===== src/rtl/cls_pkg.sv =====
`timescale 1ns / 1ps

package cls_pkg;

	localparam logic [2:0] KIND_OP    = 3'd0;
	localparam logic [2:0] KIND_KW    = 3'd1;
	localparam logic [2:0] KIND_ID    = 3'd2;
	localparam logic [2:0] KIND_NUM   = 3'd3;
	localparam logic [2:0] KIND_FLOAT = 3'd4;
	localparam logic [2:0] KIND_STR   = 3'd5;

	localparam logic [7:0] CH_TAB   = 8'h09;
	localparam logic [7:0] CH_LF    = 8'h0A;
	localparam logic [7:0] CH_VT    = 8'h0B;
	localparam logic [7:0] CH_FF    = 8'h0C;
	localparam logic [7:0] CH_CR    = 8'h0D;
	localparam logic [7:0] CH_SPACE = 8'h20;
	localparam logic [7:0] CH_DQUOTE = 8'h22;
	localparam logic [7:0] CH_SQUOTE = 8'h27;
	localparam logic [7:0] CH_BTICK = 8'h60;
	localparam logic [7:0] CH_BSL   = 8'h5C;
	localparam logic [7:0] CH_UNDER = 8'h5F;
	localparam logic [7:0] CH_DOT   = 8'h2E;

	localparam int NUM_KW = 5;

	// controller -> datapath
	typedef struct packed {
		logic step;
		logic rd;
		logic idx_inc;
		logic load_tok;
		logic load_op;
		logic reidle;
	} cls_cmd_t;

	// datapath -> controller
	typedef struct packed {
		logic tok_end;
		logic rerun;
		logic op_emit;
		logic run_last;
	} cls_sts_t;

	function automatic logic is_alpha(input logic [7:0] c);
		return (c >= 8'h61 && c <= 8'h7A) || (c >= 8'h41 && c <= 8'h5A);
	endfunction

	function automatic logic is_digit(input logic [7:0] c);
		return c >= 8'h30 && c <= 8'h39;
	endfunction

	// keywords: if, for, while, do, else
	function automatic logic [2:0] kw_len(input logic [2:0] k);
		logic [2:0] l;
		case (k)
			3'd0:    l = 3'd2;
			3'd1:    l = 3'd3;
			3'd2:    l = 3'd5;
			3'd3:    l = 3'd2;
			3'd4:    l = 3'd4;
			default: l = 3'd0;
		endcase
		return l;
	endfunction

	function automatic logic [7:0] kw_char(input logic [2:0] k, input logic [2:0] p);
		logic [39:0] s;
		logic [7:0]  r;
		case (k)
			3'd0:    s = {8'h00, 8'h00, 8'h00, 8'h66, 8'h69};
			3'd1:    s = {8'h00, 8'h00, 8'h72, 8'h6F, 8'h66};
			3'd2:    s = {8'h65, 8'h6C, 8'h69, 8'h68, 8'h77};
			3'd3:    s = {8'h00, 8'h00, 8'h00, 8'h6F, 8'h64};
			3'd4:    s = {8'h00, 8'h65, 8'h73, 8'h6C, 8'h65};
			default: s = '0;
		endcase
		case (p)
			3'd0:    r = s[7:0];
			3'd1:    r = s[15:8];
			3'd2:    r = s[23:16];
			3'd3:    r = s[31:24];
			3'd4:    r = s[39:32];
			default: r = 8'h00;
		endcase
		return r;
	endfunction

endpackage


===== src/rtl/cls_ctrl.sv =====
`timescale 1ns / 1ps

module cls_ctrl
	import cls_pkg::*;
(
	input  logic     clk,
	input  logic     arst_n,
	input  logic     s_tvalid,
	output logic     s_tready,
	output logic     m_tvalid,
	input  logic     m_tready,
	output cls_cmd_t cmd,
	input  cls_sts_t sts
);

	typedef enum logic [3:0] {
		ST_READY = 4'b0001,
		ST_RD    = 4'b0010,
		ST_PUT   = 4'b0100,
		ST_OP    = 4'b1000
	} state_t;

	state_t state_q, state_n;
	logic   vld_q;
	logic   rerun_q;
	logic   out_free;

	assign out_free = !vld_q || m_tready;
	assign s_tready = (state_q == ST_READY);
	assign m_tvalid = vld_q;

	always_comb begin
		state_n = state_q;
		cmd     = '0;
		unique case (state_q)
			ST_READY: begin
				if (s_tvalid) begin
					cmd.step = 1'b1;
					if (sts.tok_end) begin
						state_n = ST_RD;
					end else if (sts.op_emit) begin
						state_n = ST_OP;
					end
				end
			end
			ST_RD: begin
				cmd.rd  = 1'b1;
				state_n = ST_PUT;
			end
			ST_PUT: begin
				if (out_free) begin
					cmd.load_tok = 1'b1;
					cmd.idx_inc  = 1'b1;
					if (sts.run_last) begin
						// terminator of a word or number is lexed again now
						cmd.reidle = rerun_q;
						state_n    = (rerun_q && sts.op_emit) ? ST_OP : ST_READY;
					end else begin
						state_n = ST_RD;
					end
				end
			end
			ST_OP: begin
				if (out_free) begin
					cmd.load_op = 1'b1;
					state_n     = ST_READY;
				end
			end
			default: state_n = ST_READY;
		endcase
	end

	always_ff @(posedge clk or negedge arst_n) begin
		if (!arst_n) begin
			state_q <= ST_READY;
			vld_q   <= 1'b0;
			rerun_q <= 1'b0;
		end else begin
			state_q <= state_n;
			if (cmd.load_tok || cmd.load_op) begin
				vld_q <= 1'b1;
			end else if (m_tready) begin
				vld_q <= 1'b0;
			end
			if (cmd.step && sts.tok_end) begin
				rerun_q <= sts.rerun;
			end
		end
	end

endmodule


===== src/rtl/cls_datapath.sv =====
`timescale 1ns / 1ps

module cls_datapath
	import cls_pkg::*;
#(
	parameter int MAX_TOKEN = 32
) (
	input  logic        clk,
	input  logic        arst_n,
	input  logic [7:0]  ch,
	input  cls_cmd_t    cmd,
	output cls_sts_t    sts,
	output logic [2:0]  kind,
	output logic [15:0] line,
	output logic [15:0] column,
	output logic [7:0]  tok_char,
	output logic        has_char,
	output logic        last
);

	localparam int LEN_W = $clog2(MAX_TOKEN + 1);
	localparam int IDX_W = (MAX_TOKEN > 1) ? $clog2(MAX_TOKEN) : 1;

	typedef enum logic [2:0] {
		M_IDLE  = 3'd0,
		M_WORD  = 3'd1,
		M_NUM   = 3'd2,
		M_FLOAT = 3'd3,
		M_STR   = 3'd4
	} mode_t;

	mode_t              mode_q, mode_n;
	logic [LEN_W-1:0]   len_q, len_n;
	logic [LEN_W-1:0]   idx_q;
	logic               esc_q, esc_n;
	logic [7:0]         quote_q, quote_n;
	logic [15:0]        line_q, line_n;
	logic [15:0]        col_q, col_n;
	logic               cr_q, cr_n;
	logic [NUM_KW-1:0]  kw_q, kw_n;
	logic [2:0]         kind_q, kind_n;
	logic [7:0]         ch_q;
	logic [7:0]         rd_q;
	logic [7:0]         mem [MAX_TOKEN];

	logic [7:0]         c;
	logic               drop, do_idle, tok_end, rerun, op_emit;
	logic               app_en;
	logic [LEN_W-1:0]   app_base;
	logic               we;
	logic [5:0]         base6;
	logic [5:0]         len6;
	logic               is_kw;

	assign c    = cmd.step ? ch : ch_q;
	assign len6 = 6'(len_q);

	always_comb begin
		is_kw = 1'b0;
		for (int k = 0; k < NUM_KW; k++) begin
			if (kw_q[k] && len6 == 6'(kw_len(3'(k)))) begin
				is_kw = 1'b1;
			end
		end
	end

	always_comb begin
		mode_n   = mode_q;
		len_n    = len_q;
		esc_n    = esc_q;
		quote_n  = quote_q;
		line_n   = line_q;
		col_n    = col_q;
		cr_n     = cr_q;
		kw_n     = kw_q;
		kind_n   = kind_q;
		drop     = 1'b0;
		do_idle  = cmd.reidle;
		tok_end  = 1'b0;
		rerun    = 1'b0;
		op_emit  = 1'b0;
		app_en   = 1'b0;
		app_base = len_q;
		we       = 1'b0;
		base6    = '0;

		if (cmd.step) begin
			if (cr_q) begin
				cr_n = 1'b0;
				drop = (c == CH_LF);
			end
			if (!drop) begin
				col_n = (col_q != 16'hFFFF) ? col_q + 16'd1 : col_q;
				case (mode_q) inside
					M_STR: begin
						if (c != quote_q || esc_q) begin
							if (c != CH_BSL || esc_q) begin
								esc_n  = 1'b0;
								app_en = 1'b1;
							end else begin
								esc_n = 1'b1;
							end
						end else begin
							quote_n = '0;
							tok_end = 1'b1;
							kind_n  = KIND_STR;
							mode_n  = M_IDLE;
						end
					end
					M_WORD: begin
						if (is_alpha(c) || c == CH_UNDER) begin
							app_en = 1'b1;
						end else begin
							tok_end = 1'b1;
							rerun   = 1'b1;
							kind_n  = is_kw ? KIND_KW : KIND_ID;
						end
					end
					M_NUM, M_FLOAT: begin
						if (is_digit(c)) begin
							app_en = 1'b1;
						end else if (c == CH_DOT && mode_q == M_NUM) begin
							app_en = 1'b1;
							mode_n = M_FLOAT;
						end else begin
							tok_end = 1'b1;
							rerun   = 1'b1;
							kind_n  = (mode_q == M_FLOAT) ? KIND_FLOAT : KIND_NUM;
						end
					end
					default: do_idle = 1'b1;
				endcase
			end
		end

		if (do_idle) begin
			mode_n = M_IDLE;
			if (c == CH_CR || c == CH_LF) begin
				line_n = (line_q != 16'hFFFF) ? line_q + 16'd1 : line_q;
				col_n  = '0;
				cr_n   = (c == CH_CR);
			end else if (c == CH_SPACE || c == CH_TAB || c == CH_VT || c == CH_FF) begin
				mode_n = M_IDLE;
			end else if (c == CH_BSL && !esc_q) begin
				esc_n = 1'b1;
			end else begin
				// any token start clears the escape parity
				esc_n    = 1'b0;
				len_n    = '0;
				app_base = '0;
				if (is_alpha(c)) begin
					mode_n = M_WORD;
					app_en = 1'b1;
				end else if (is_digit(c)) begin
					mode_n = M_NUM;
					app_en = 1'b1;
				end else if (c == CH_DQUOTE || c == CH_SQUOTE || c == CH_BTICK) begin
					mode_n  = M_STR;
					quote_n = c;
				end else begin
					app_en  = 1'b1;
					op_emit = 1'b1;
				end
			end
		end

		if (app_en && app_base < LEN_W'(MAX_TOKEN)) begin
			we    = 1'b1;
			len_n = app_base + LEN_W'(1);
			base6 = 6'(app_base);
			for (int k = 0; k < NUM_KW; k++) begin
				kw_n[k] = (base6 < 6'(kw_len(3'(k)))) && (c == kw_char(3'(k), base6[2:0]))
					&& (base6 == 6'd0 || kw_q[k]);
			end
		end
	end

	assign sts.tok_end  = tok_end;
	assign sts.rerun    = rerun;
	assign sts.op_emit  = op_emit;
	assign sts.run_last = (len_q == '0) || (LEN_W'(idx_q + LEN_W'(1)) == len_q);

	always_ff @(posedge clk or negedge arst_n) begin
		if (!arst_n) begin
			mode_q  <= M_IDLE;
			len_q   <= '0;
			esc_q   <= 1'b0;
			quote_q <= '0;
			line_q  <= 16'd1;
			col_q   <= '0;
			cr_q    <= 1'b0;
			kw_q    <= '0;
			idx_q   <= '0;
		end else begin
			mode_q  <= mode_n;
			len_q   <= len_n;
			esc_q   <= esc_n;
			quote_q <= quote_n;
			line_q  <= line_n;
			col_q   <= col_n;
			cr_q    <= cr_n;
			kw_q    <= kw_n;
			if (cmd.step) begin
				idx_q <= '0;
			end else if (cmd.idx_inc) begin
				idx_q <= idx_q + LEN_W'(1);
			end
		end
	end

	always_ff @(posedge clk) begin
		if (we) begin
			mem[app_base[IDX_W-1:0]] <= c;
		end
		if (cmd.rd) begin
			rd_q <= mem[idx_q[IDX_W-1:0]];
		end
		if (cmd.step) begin
			ch_q   <= ch;
			kind_q <= kind_n;
		end
	end

	// result register; line and column are live, the token run is sent before
	// the terminator is lexed again
	always_ff @(posedge clk) begin
		if (cmd.load_tok) begin
			kind     <= kind_q;
			line     <= line_q;
			column   <= col_q;
			tok_char <= (len_q == '0) ? 8'h00 : rd_q;
			has_char <= (len_q != '0);
			last     <= sts.run_last;
		end else if (cmd.load_op) begin
			kind     <= KIND_OP;
			line     <= line_q;
			column   <= col_q;
			tok_char <= ch_q;
			has_char <= 1'b1;
			last     <= 1'b1;
		end
	end

endmodule


===== src/rtl/char_stream_lexer_core.sv =====
`timescale 1ns / 1ps
// Bytes are accepted in ST_READY; a byte that yields an operator has its result
// registered in ST_OP once the output is free, then ST_READY takes the next byte.
// Each character of a token run passes through ST_RD and ST_PUT: the token buffer
// has one read port, read in ST_RD and registered into the result in ST_PUT.
// Throughput is one byte per cycle while a token is collected; an operator or a
// token run holds off the next byte until its results are registered.
// arst_n clears the controller and the lexer state (line 1, column 0) at once.

module char_stream_lexer_core
	import cls_pkg::*;
#(
	parameter int MAX_TOKEN = 32
) (
	input  logic        clk,
	input  logic        arst_n,
	input  logic        s_tvalid,
	output logic        s_tready,
	input  logic [7:0]  s_tdata,  // [7:0] ch
	output logic        m_tvalid,
	input  logic        m_tready,
	output logic [39:0] m_tdata,  // [15:0] line, [31:16] column, [39:32] tok_char
	output logic [3:0]  m_tuser,  // [2:0] kind, [3] has_char
	output logic        m_tlast
);

	cls_cmd_t    cmd;
	cls_sts_t    sts;
	logic [2:0]  kind;
	logic [15:0] line;
	logic [15:0] column;
	logic [7:0]  tok_char;
	logic        has_char;

	cls_ctrl u_ctrl (
		.clk      (clk),
		.arst_n   (arst_n),
		.s_tvalid (s_tvalid),
		.s_tready (s_tready),
		.m_tvalid (m_tvalid),
		.m_tready (m_tready),
		.cmd      (cmd),
		.sts      (sts)
	);

	cls_datapath #(
		.MAX_TOKEN (MAX_TOKEN)
	) u_datapath (
		.clk      (clk),
		.arst_n   (arst_n),
		.ch       (s_tdata),
		.cmd      (cmd),
		.sts      (sts),
		.kind     (kind),
		.line     (line),
		.column   (column),
		.tok_char (tok_char),
		.has_char (has_char),
		.last     (m_tlast)
	);

	assign m_tdata = {tok_char, column, line};
	assign m_tuser = {has_char, kind};

endmodule


===== config.mk =====
export PLATFORM = sky130hd
export DESIGN_NAME = char_stream_lexer_core
export DESIGN_NICKNAME = d
export VERILOG_FILES = /design/src/rtl/cls_pkg.sv /design/src/rtl/cls_ctrl.sv /design/src/rtl/cls_datapath.sv /design/src/rtl/char_stream_lexer_core.sv
export SDC_FILE = /design/constraint.sdc
export NUM_CORES = 1
export LEC_CHECK = 0
export BUFFER_PORTS_ARGS = -buffer_cell sky130_fd_sc_hd__buf_2
export CAP_MARGIN = 20
export CORE_ASPECT_RATIO = 0.8
export CORE_MARGIN = 2
export CORE_UTILIZATION = 23
export DETAILED_ROUTE_END_ITERATION = 8
export MAX_ROUTING_LAYER = met4
export PLACE_DENSITY = 0.42
export SLEW_MARGIN = 5
export SYNTH_ARGS = -nofsm -noshare
export SYNTH_HDL_FRONTEND = slang
export SYNTH_SLANG_ARGS = --single-unit

===== constraint.sdc =====
create_clock -name clk -period 4.1 [get_ports clk]
set_input_delay 0.615 -clock clk [delete_from_list [all_inputs] [get_ports clk]]
set_output_delay 0.615 -clock clk [all_outputs]
set_load 0.05 [all_outputs]

==> results of run 1 <==
==> metal layers <==
layer	GRT usage (%)	wire length (um)	vias to the layer above	part of all wire (%)
li1	-	-	4817	-
met1	19.50	24180	5495	51
met2	17.78	20130	288	42
met3	2.510	2780	60	5.8
met4	2.884	726	0	1.5
met5	-	0	-	0
==> worst min path at each step <==
stage                            end             startpoint  cells past startpoint
2_1_floorplan        u_ctrl.m_tvalid                 arst_n                      0
3_3_place_gp   u_datapath.column[11]   u_datapath.col_q[11]                      0
3_5_place_dp   u_datapath.line_q[11]  u_datapath.line_q[11]                      1
4_1_cts           u_datapath.kw_q[2]                 arst_n                      1
5_1_grt        u_datapath.quote_q[7]                 arst_n                      2
6_report       u_datapath.quote_q[7]                 arst_n                      2
==> cell families after synthesis <==
family | after synthesis | synth area share, %
xor gates and xnor gates | 45 | 2.402
and+or+nand+nor | 334 | 9.968
DFF | 388 | 65.95
buffers and inverters | 93 | 2.439
adders and majority gates | 8 | 0.5877
AOI/OAI and AO/OA | 195 | 8.514
muxes | 102 | 10.14
==> through the flow <==
stage / TNS (ns) / power (uW) / setup WS [ns] / cell area [um2] / util [%]
floorplan: -3.427 / 8341 / -0.2142 / 17030 / -
CTS: 0 / 14050 / 0.04440 / 20420 / 27.78
finish: 0 / 13910 / 0.1612 / 20480 / 27.87
global route: 0 / 14610 / 0.002741 / 20480 / 27.87
global placement: -2.094 / 10160 / -0.09928 / 19020 / 25.88
detailed placement: -1.736 / 10170 / -0.09018 / 19020 / 25.88
==> power by group through the flow <==
stage          logic (uW)  registers (uW)  clock network, uW
2_1_floorplan        2620            5720                  0
3_3_place_gp         4620            5540                  0
3_5_place_dp         4620            5540                  0
4_1_cts              4640            5470               3940
5_1_grt              5000            5510               4110
6_report             4620            5470               3820
==> state kept, by name, summed over array words and instances, names as in the netlist, 6 cells and up <==
register             cells
u_datapath.mem         256
u_datapath.col_q        16
u_datapath.column       16
u_datapath.line         16
u_datapath.line_q       16
u_datapath.ch_q          8
u_datapath.quote_q       8
u_datapath.rd_q          8
u_datapath.tok_char      8
u_datapath.idx_q         6
u_datapath.len6          6
==> placed cells by master, fill, tap and decap left out, types with 16 or more instances in the layout <==
master,netlist,routed
clkbuf_16,0,44
buf_4,3,99
o221ai_1,26,26
buf_2,8,57
inv_1,28,28
dfrtp_1,66,64
xor2_1,16,16
mux4_2,56,56
nor3_1,27,27
mux2i_1,42,42
nand2_1,95,94
a21oi_1,32,32
xnor2_1,27,27
edfxtp_1,312,312
o21ai_0,40,40
nor2_1,86,85
nand3_1,21,21
==> worst max-delay path, cell delays in order (launching register included) <==
cell	delay, ns
dfstp_2	0.55
or4b_1	0.58
clkinv_8	0.15
nand2_4	0.13
nor3_1	0.39
buf_4	0.20
o21ai_0	0.08
a21oi_1	0.17
o31ai_1	0.11
buf_4	0.16
a21boi_4	0.21
buf_4	0.20
nand2_2	0.23
nor3_1	0.26
buf_4	0.22
==> repair_timing <==
| item | CTS | global route |
|---|---|---|
| endpoints found under the setup margin | 8 | 90 |
| gates resized for setup | 2 | 4 |
| cloned | 0 | 0 |
| hold buffers | 0 | 1 |
| endpoints found under the hold margin | 0 | 10 |
==> area by class of cell <==
cell class	instances	area, um2	area share (%)
Inverter	31	128.9	0.6292
Tap cell	955	1195	5.834
Timing Repair Buffer	160	1106	5.400
Multi-Input combinational cell	684	5420	26.46
Clock buffer	59	1167	5.700
Sequential cell	388	11240	54.87
Clock inverter	21	225.2	1.100
==> results.py, run 1 <==
metrics = {
    "run_status": {
        "status": "finished clean",
    },
    "sta": {
        "rsz0062_at_grt": "false",
        "tightestPinTransition_ns": 0.9814,
        "slew_violations": 0,
        "finalHoldViolCount": 0,
        "hold_ws_ns": 0.4260,
        "finClkSkew_ns": 0.02799,
        "min_period_over_period_pct": 96.07,
        "slew_headroom_pct": 34.33,
        "setup_viol": 0,
        "final.min_clock_period_ns": 3.939,
        "fmax_ghz": 0.2539,
    },
    "die": {
        "die_h_um": 247.4,
        "io_pins": 59,
        "die_w_um": 308.3,
        "rows": 89,
        "initial_core_util_pct": 23.18,
        "core_um2": 73500,
        "dieArea_um2": 76260,
    },
    "placed_design": {
        "dp_hpwl_um": 32630,
        "place.gp.congestion": 0.8141,
        "io_buffers": 58,
        "dp_cells": 2216,
    },
    "clock_tree": {
        "clock_latency_ns": 0.60,
        "cts_sinks": 388,
        "cts_tree": "built",
        "clock_path_buffers": 3,
        "cts-root-buf": "clkbuf_16",
        "cts_max_level": 2,
        "clkSlewWorstSetupHoldPaths_ns": 0.06,
        "cts_buffers": 44,
        "post_cts_buffers": 0,
    },
    "logic_synthesis": {
        "ys_seq_elements": 388,
        "synth_cells": 1165,
        "synthTopCellsByCount": "312 x edfxtp_1, 95 x nand2_1, 86 x nor2_1",
        "yosysTopAreaCell": "edfxtp_1",
        "seq_area_frac_synth_pct": 65.95,
        "syn_nets": 1185,
        "yosysUniqueCellTypes": 91,
        "async_flop_share_pct": 17.53,
        "synth.area.top_cells": "edfxtp_1 55%, dfrtp_1 9.7%, mux4_2 7.4%",
        "synth_area_um2": 17030,
        "synth-edff-count": 312,
        "avgSynthCellArea_um2": 14.62,
        "synth-main-ff-cell": "edfxtp_1",
        "yosysWarnings": 0,
        "yosysMostFrequentCell": "edfxtp_1",
        "synth_top_area_share_pct": 55.01,
    },
    "critical_path": {
        "crit_path_start_kind": "register",
        "cp.arrival_ns": 4.24,
        "critPathKind": "reg2reg",
        "worst_setup_path_end_kind": "register",
        "cp.required_ns": 4.40,
        "crit_start": "u_ctrl.state_q[0]",
        "crit_end": "u_datapath.mem[31][6]",
        "worst-r2r-cell-count": 14,
        "r2r-start": "u_ctrl.state_q[0]",
        "reg2reg_slack_ns": 0.16,
        "r2r-end": "u_datapath.mem[31][6]",
        "crit_fanout": 17,
    },
    "final_layout": {
        "drive_gt1_share_pct": 24.42,
        "final_nets": 1329,
        "n_antenna_cell": 0,
        "num-fill-cells": 7471,
        "final_cells": 2298,
        "area_delta_synth_final_pct": 20.25,
    },
    "power": {
        "p_per_area_nw_per_um2": 679.2,
        "intPower_uw": 8869,
        "pwr-share-comb_pct": 33.2,
        "p_clk_share_pct": 27.4,
        "switching_share_pct": 36.24,
        "p_seq_share_pct": 39.3,
        "power.leakage_uw": 0.006914,
        "peakVddDrop_v": 0.0002689,
        "p_switching_uw": 5042,
    },
    "grt": {
        "antenna_found_initial": 3,
        "overflow": 0,
        "grt_pass1_wl_um": 71170,
        "grt_pass1_vias": 10560,
        "grt_usage_pct": 12.97,
        "grt_max_degree": 69,
    },
    "hold_path": {
        "hold_path.class": "in2async",
    },
    "drt": {
        "wl_um": 47820,
        "vias": 10660,
        "drcViolationCount": 0,
        "drt-wirelength-per-cell_um": 20.81,
        "dr.pass1.iters": 5,
        "via_per_inst": 4.639,
        "antenna_left": 0,
        "drt_iter0_markers": 965,
    },
    "run": {
        "maxCapViolCount": 0,
    },
}
Power figures use the tool's default switching activity.
==> inputs of run 2 (changes only) <==
--- a/config.mk
+++ b/config.mk
@@ -7,12 +7,14 @@
 export LEC_CHECK = 0
 export BUFFER_PORTS_ARGS = -buffer_cell sky130_fd_sc_hd__buf_2
 export CAP_MARGIN = 20
+export CELL_PAD_IN_SITES_DETAIL_PLACEMENT = 2
+export CELL_PAD_IN_SITES_GLOBAL_PLACEMENT = 2
 export CORE_ASPECT_RATIO = 0.8
 export CORE_MARGIN = 2
 export CORE_UTILIZATION = 23
 export DETAILED_ROUTE_END_ITERATION = 8
 export MAX_ROUTING_LAYER = met4
-export PLACE_DENSITY = 0.42
+export PLACE_DENSITY = 0.51
 export SLEW_MARGIN = 5
 export SYNTH_ARGS = -nofsm -noshare
 export SYNTH_HDL_FRONTEND = slang
==> results.py, run 2 (same netlist as run 1, synthesis figures left out) <==
metrics = {
    "sta": {
        "finalWorstSetupSlack_ns": 0.2089,
        "rsz0062_at_grt": "false",
        "finalHoldViolCount": 0,
        "finClkSkew_ns": 0.01684,
        "fmax_ghz": 0.2570,
        "min_period_over_period_pct": 94.91,
        "final.min_clock_period_ns": 3.891,
        "tightestPinTransition_ns": 0.9377,
        "slew_violations": 0,
        "setup_viol": 0,
        "slew_headroom_pct": 37.49,
    },
    "drt": {
        "dr.pass1.iters": 5,
        "antenna_left": 0,
        "wl_um": 55670,
        "drt-wirelength-per-cell_um": 23.96,
        "vias": 10890,
        "drcViolationCount": 0,
        "via_per_inst": 4.688,
        "drt_iter0_markers": 914,
    },
    "critical_path": {
        "critPathKind": "reg2reg",
        "cp_slowest_cell": "dfstp_2",
        "worst-r2r-cell-count": 16,
        "reg2reg_slack_ns": 0.21,
        "worst_setup_path_end_kind": "register",
        "crit_chain": "or4b_1 > buf_4 > clkinv_8 > nand2_4 > nor4b_4 > nor3_2 > o21ai_2 > nand2_2 > inv_1 > ha_1 > buf_4 > xor2_1 > nand2_1 > nor4_1 > o211ai_1 > a2bb2oi_2",
        "max_stage_delay_ns": 0.55,
        "cp.required_ns": 4.62,
        "crit_fanout": 17,
        "r2r-end": "u_datapath.kw_q[4]",
        "r2r-start": "u_ctrl.state_q[0]",
        "crit_path_start_kind": "register",
        "cp.arrival_ns": 4.41,
        "crit_top_cell": "buf_4",
    },
    "placed_design": {
        "placed_cell_area_um2": 19160,
        "place.gp.congestion": 0.8368,
        "io_buffers": 58,
        "dp_hpwl_um": 38300,
        "preCtsSetupSlack_ns": 0.03360,
    },
    "grt": {
        "grt_pass1_vias": 11810,
        "overflow": 0,
        "grt_pass1_wl_um": 83590,
        "grt_max_degree": 56,
        "grt_usage_pct": 15.26,
        "antenna_found_initial": 2,
    },
    "clock_tree": {
        "clock_path_buffers": 3,
        "cts_buffers": 46,
        "cts-root-buf": "clkbuf_16",
        "cts_hold_buf": 0,
        "cts_sinks": 388,
        "cts_tree": "built",
        "clock_latency_ns": 0.59,
        "cts_max_level": 2,
        "clkSlewWorstSetupHoldPaths_ns": 0.06,
    },
    "final_layout": {
        "area_delta_synth_final_pct": 21.80,
        "postLayoutCoreUtil_pct": 28.23,
        "postLayoutCellArea_um2": 20740,
        "layout_commonest_cell": "edfxtp_1",
        "final_nets": 1348,
        "final_cell_mix": "312 x edfxtp_1, 118 x buf_4, 95 x nand2_1",
        "largest_reg_flops": 256,
        "drive_gt1_share_pct": 25.99,
    },
    "die": {
        "rows": 89,
        "die_h_um": 247.4,
        "die_w_um": 308.3,
        "core_um2": 73500,
        "io_pins": 59,
        "dieArea_um2": 76260,
        "initial_core_util_pct": 23.18,
    },
    "run": {
        "maxCapViolCount": 0,
    },
    "run_status": {
        "status": "finished clean",
    },
    "power": {
        "report.power.total_uw": 14580,
        "p_seq_share_pct": 37.9,
        "switching_share_pct": 36.65,
        "pwr-share-comb_pct": 33.0,
        "power.leakage_uw": 0.007068,
        "intPower_uw": 9235,
        "peakVddDrop_v": 0.0002900,
        "p_switching_uw": 5342,
        "p_per_area_nw_per_um2": 702.7,
        "p_clk_share_pct": 29.1,
    },
    "hold_path": {
        "hold_path.class": "in2async",
    },
}
==> run 2: changes by cell type in the layout (fill, tap and decap cells not counted), moves of 3 or more <==
cell / delta
clkbuf_8: +3
buf_4: +19
clkinv_4: +3
clkbuf_1: -5
clkbuf_16: +3
==> run 2: repair_timing <==
item                       4_1_cts  5_1_grt
pin swaps                        0        0
hold endpoints to repair         0        0
setup buffers                    0        0
gates resized for setup          1        4
gates cloned                     0        0
setup endpoints to repair        8       26
==> run 2: final cells by class <==
class / instances / area, um2
fill: 7766 / 52750
clock buffer: 60 / 1265
tap: 955 / 1195
antenna: 2 / 5.005
sequential: 388 / 11240
multi-input combinational: 684 / 5415
inverter: 31 / 128.9
timing repair buffer: 177 / 1211
clock inverter: 26 / 286.5
==> run 2: power by group through the flow <==
stage	clock, uW	sequential [uW]	combinational (uW)
CTS	4380	5520	4870
global placement	0	5580	4770
global route	4520	5570	5220
finish	4250	5520	4810
floorplan	0	5720	2620
detailed placement	0	5600	4860
==> run 2: worst max path at each step <==
stage,startpoint,slack (ns),end
floorplan,s_tdata[6],-0.21,u_datapath.mem[29][0]
global placement,u_ctrl.state_q[0],0.13,u_datapath.mem[6][6]
detailed placement,u_ctrl.state_q[0],0.03,u_datapath.mem[6][6]
CTS,u_ctrl.state_q[0],0.08,u_datapath.kw_q[4]
global route,u_ctrl.state_q[0],0.02,u_datapath.kw_q[2]
finish,u_ctrl.state_q[0],0.21,u_datapath.kw_q[4]
==> run 2: metal layers <==
layer | vias to the layer above | share of wire [%] | global-route usage, %
li1 | 4861 | - | -
met1 | 5766 | 50 | 22.24
met2 | 199 | 43 | 21.81
met3 | 64 | 4.9 | 2.878
met4 | 0 | 1.7 | 3.486
met5 | - | 0 | -
==> run 2: through the flow <==
step           cells  setup TNS, ns  hold WS [ns]
2_1_floorplan   1165         -3.427        0.3194
3_3_place_gp    2235              0        0.4776
3_5_place_dp    2235              0        0.4827
4_1_cts         2321              0        0.1678
5_1_grt         2322              0        0.1771
6_report        2323              0        0.1315
==> run 2: worst max-delay path: cells and delay by family (launching register included) <==
family	cells	cell delay, ns
adder cells (fa/ha/maj)	1	0.18
buffers and inverters	4	0.64
flip-flops	1	0.55
AND/OR/NAND/NOR	7	1.71
AO/OA/AOI/OAI	3	0.50
XOR/XNOR	1	0.23
==> inputs of run 3 (changes only) <==
--- a/config.mk
+++ b/config.mk
@@ -5,6 +5,7 @@
 export SDC_FILE = /design/constraint.sdc
 export NUM_CORES = 1
 export LEC_CHECK = 0
+export ABC_AREA = 1
 export BUFFER_PORTS_ARGS = -buffer_cell sky130_fd_sc_hd__buf_2
 export CAP_MARGIN = 20
 export CELL_PAD_IN_SITES_DETAIL_PLACEMENT = 2
@@ -14,7 +15,7 @@
 export CORE_UTILIZATION = 23
 export DETAILED_ROUTE_END_ITERATION = 8
 export MAX_ROUTING_LAYER = met4
-export PLACE_DENSITY = 0.51
+export PLACE_DENSITY = 0.55
 export SLEW_MARGIN = 5
 export SYNTH_ARGS = -nofsm -noshare
 export SYNTH_HDL_FRONTEND = slang
==> results.py, run 3 <==
metrics = {
    "logic_synthesis": {
        "synthSimpleGateAreaFrac_pct": 16.00,
        "yosysWarnings": 0,
        "seq_area_frac_synth_pct": 66.49,
        "async_flop_share_pct": 17.53,
        "synth_fa_ha_area_share_pct": 0.5925,
        "ys_seq_elements": 388,
        "synth_cells": 1556,
        "synth-edff-count": 312,
        "synthTopCellsByCount": "312 x edfxtp_1, 302 x nor2_1, 194 x o21ai_0",
        "yosysMostFrequentCell": "edfxtp_1",
        "synth_top_family_by_area": "simple AND/OR/NAND/NOR gates",
        "yosysUniqueCellTypes": 52,
        "avgSynthCellArea_um2": 10.86,
        "synthMuxAreaShare_pct": 0.06666,
        "yosysTopAreaCell": "edfxtp_1",
        "syn_nets": 1576,
        "synth-main-ff-cell": "edfxtp_1",
        "synth_xor_area_share_pct": 1.548,
        "synth_top_area_share_pct": 55.46,
        "synth_area_um2": 16890,
        "synth_compound_area_share_pct": 10.78,
        "synth.area.top_cells": "edfxtp_1 55%, dfrtp_1 9.8%, nor2_1 6.7%",
    },
    "clock_tree": {
        "cts_tree": "built",
        "clock_path_buffers": 3,
        "cts-root-buf": "clkbuf_16",
        "clkSlewWorstSetupHoldPaths_ns": 0.06,
        "cts_sinks": 388,
        "cts_buffers": 45,
        "cts_max_level": 2,
        "post_cts_buffers": 0,
        "clock_latency_ns": 0.61,
    },
    "final_layout": {
        "n_antenna_cell": 0,
        "final_nets": 1684,
        "num-fill-cells": 7906,
        "largest_reg_flops": 256,
        "area_delta_synth_final_pct": 18.97,
        "drive_gt1_share_pct": 15.76,
        "final_cell_mix": "312 x edfxtp_1, 300 x nor2_1, 194 x o21ai_0",
        "layout_commonest_cell": "edfxtp_1",
        "postLayoutCellArea_um2": 20100,
    },
    "run_status": {
        "status": "finished clean",
    },
    "critical_path": {
        "max_stage_delay_ns": 0.46,
        "crit_top_cell": "nand2_1",
        "worst_setup_path_end_kind": "register",
        "crit_fanout": 13,
        "cp.required_ns": 4.37,
        "cp_slowest_cell": "dfrtp_1",
        "crit_chain": "nor2_1 > inv_1 > nor2_1 > clkinv_1 > nand2_1 > nand2_1 > nand2_2 > nand3_4 > inv_2 > nand2_1 > nand3_1 > nand2_1 > inv_2 > nand2_1 > buf_4 > nor2_1 > buf_4",
        "cp.arrival_ns": 4.01,
        "critPathBufInv": 6,
        "crit_path_start_kind": "register",
        "cpLargestDelayFamily": "simple AND/OR/NAND/NOR gates",
        "critPathKind": "reg2reg",
    },
    "die": {
        "io_pins": 59,
        "die_h_um": 246.4,
        "core_um2": 72450,
        "initial_core_util_pct": 23.32,
        "rows": 88,
        "dieArea_um2": 75650,
        "die_w_um": 307.0,
    },
    "run": {
        "maxCapViolCount": 0,
    },
    "sta": {
        "setup_viol": 0,
        "slew_headroom_pct": 36.92,
        "min_period_over_period_pct": 91.25,
        "finClkSkew_ns": 0.04396,
        "slew_violations": 0,
        "finalHoldViolCount": 0,
        "final.min_clock_period_ns": 3.741,
        "hold_ws_ns": 0.09775,
        "tns_ns": 0,
        "tightestPinTransition_ns": 0.9452,
        "fmax_ghz": 0.2673,
        "rsz0062_at_grt": "true",
    },
    "placed_design": {
        "dp_hpwl_um": 38950,
        "place.gp.congestion": 0.8281,
        "placed_cell_area_um2": 18610,
        "io_buffers": 58,
    },
    "power": {
        "p_switching_uw": 5990,
        "peakVddDrop_v": 0.0003732,
        "p_seq_share_pct": 37.1,
        "report.power.total_uw": 14660,
        "pwr-share-comb_pct": 35.6,
        "switching_share_pct": 40.86,
        "p_clk_share_pct": 27.3,
        "p_per_area_nw_per_um2": 729.4,
        "intPower_uw": 8670,
        "power.leakage_uw": 0.007397,
    },
    "hold_path": {
        "hold_path.class": "in2async",
    },
    "grt": {
        "grt_pass1_wl_um": 87190,
        "grt_usage_pct": 15.71,
        "overflow": 0,
        "antenna_found_initial": 2,
        "grt_max_degree": 131,
        "grt_pass1_vias": 13390,
    },
    "drt": {
        "antenna_left": 0,
        "drcViolationCount": 0,
        "drt_iter0_markers": 744,
        "vias": 12200,
        "via_per_inst": 4.610,
        "wl_um": 57420,
        "drt-wirelength-per-cell_um": 21.70,
        "dr.pass1.iters": 5,
    },
}
-- run 3: power by group through the flow --
stage          sequential [uW]  clock, uW  combinational [uW]
6_report                  5440       4010                5210
5_1_grt                   5480       4270                5800
4_1_cts                   5450       4130                5290
3_5_place_dp              5520          0                5270
3_3_place_gp              5510          0                5190
2_1_floorplan             5690          0                2870
-- run 3: worst paths after layout --
path / startpoint / end / slack [ns] / cells past startpoint
min in group clk: u_datapath.col_q[7] / u_datapath.column[7] / 0.46 / 0
max reg2reg: u_datapath.len6[1] / u_datapath.mem[21][0] / 0.36 / 17
max: u_datapath.len6[1] / u_datapath.mem[21][0] / 0.36 / 17
max in group asynchronous: arst_n / u_datapath.line_q[0] / 3.19 / 2
min reg2reg: u_datapath.col_q[7] / u_datapath.column[7] / 0.46 / 0
min: arst_n / u_datapath.col_q[5] / 0.1 / 1
-- run 3: kinds of logic (layout without fill, tap and decap cells) --
| kind of cell | Yosys count | after routing |
|---|---|---|
| simple gates | 613 | 613 |
| fa+ha+maj | 8 | 8 |
| buf+inv | 190 | 335 |
| flops | 388 | 388 |
| xor+xnor | 29 | 29 |
| compound gates | 327 | 327 |
| mux | 1 | 1 |
-- run 3: metal layers --
metal	routed length [um]	vias to the layer above	global-route usage [%]
met3	2295	69	2.434
met2	24850	178	23.18
met1	29140	6268	22.45
li1	-	5684	-
met4	1134	0	3.974
met5	0	-	-
-- run 3: final cells by class --
type / instances / area, um2 / area share, %
well taps: 945 / 1182 / 5.883
multi-input cells: 978 / 4928 / 24.52
repair buffers: 127 / 823.3 / 4.096
inverters: 124 / 466.7 / 2.322
clock inverters: 26 / 242.7 / 1.208
clock buffers: 58 / 1216 / 6.051
flip-flops and latches: 388 / 11240 / 55.92
-- run 3: metrics by stage --
stage	instances	setup WS (ns)	utilization, %
global route	2646	-0.01224	27.74
floorplan	1556	0.4681	-
detailed placement	2562	0.01024	25.69
finish	2646	0.3587	27.74
CTS	2646	0.1267	27.71
global placement	2562	0.1328	25.69
-- run 3: repair_timing --
item | in CTS | in global routing
hold buffers | 0 | 0
resized for setup | 0 | 8
setup endpoints to repair | 0 | 164
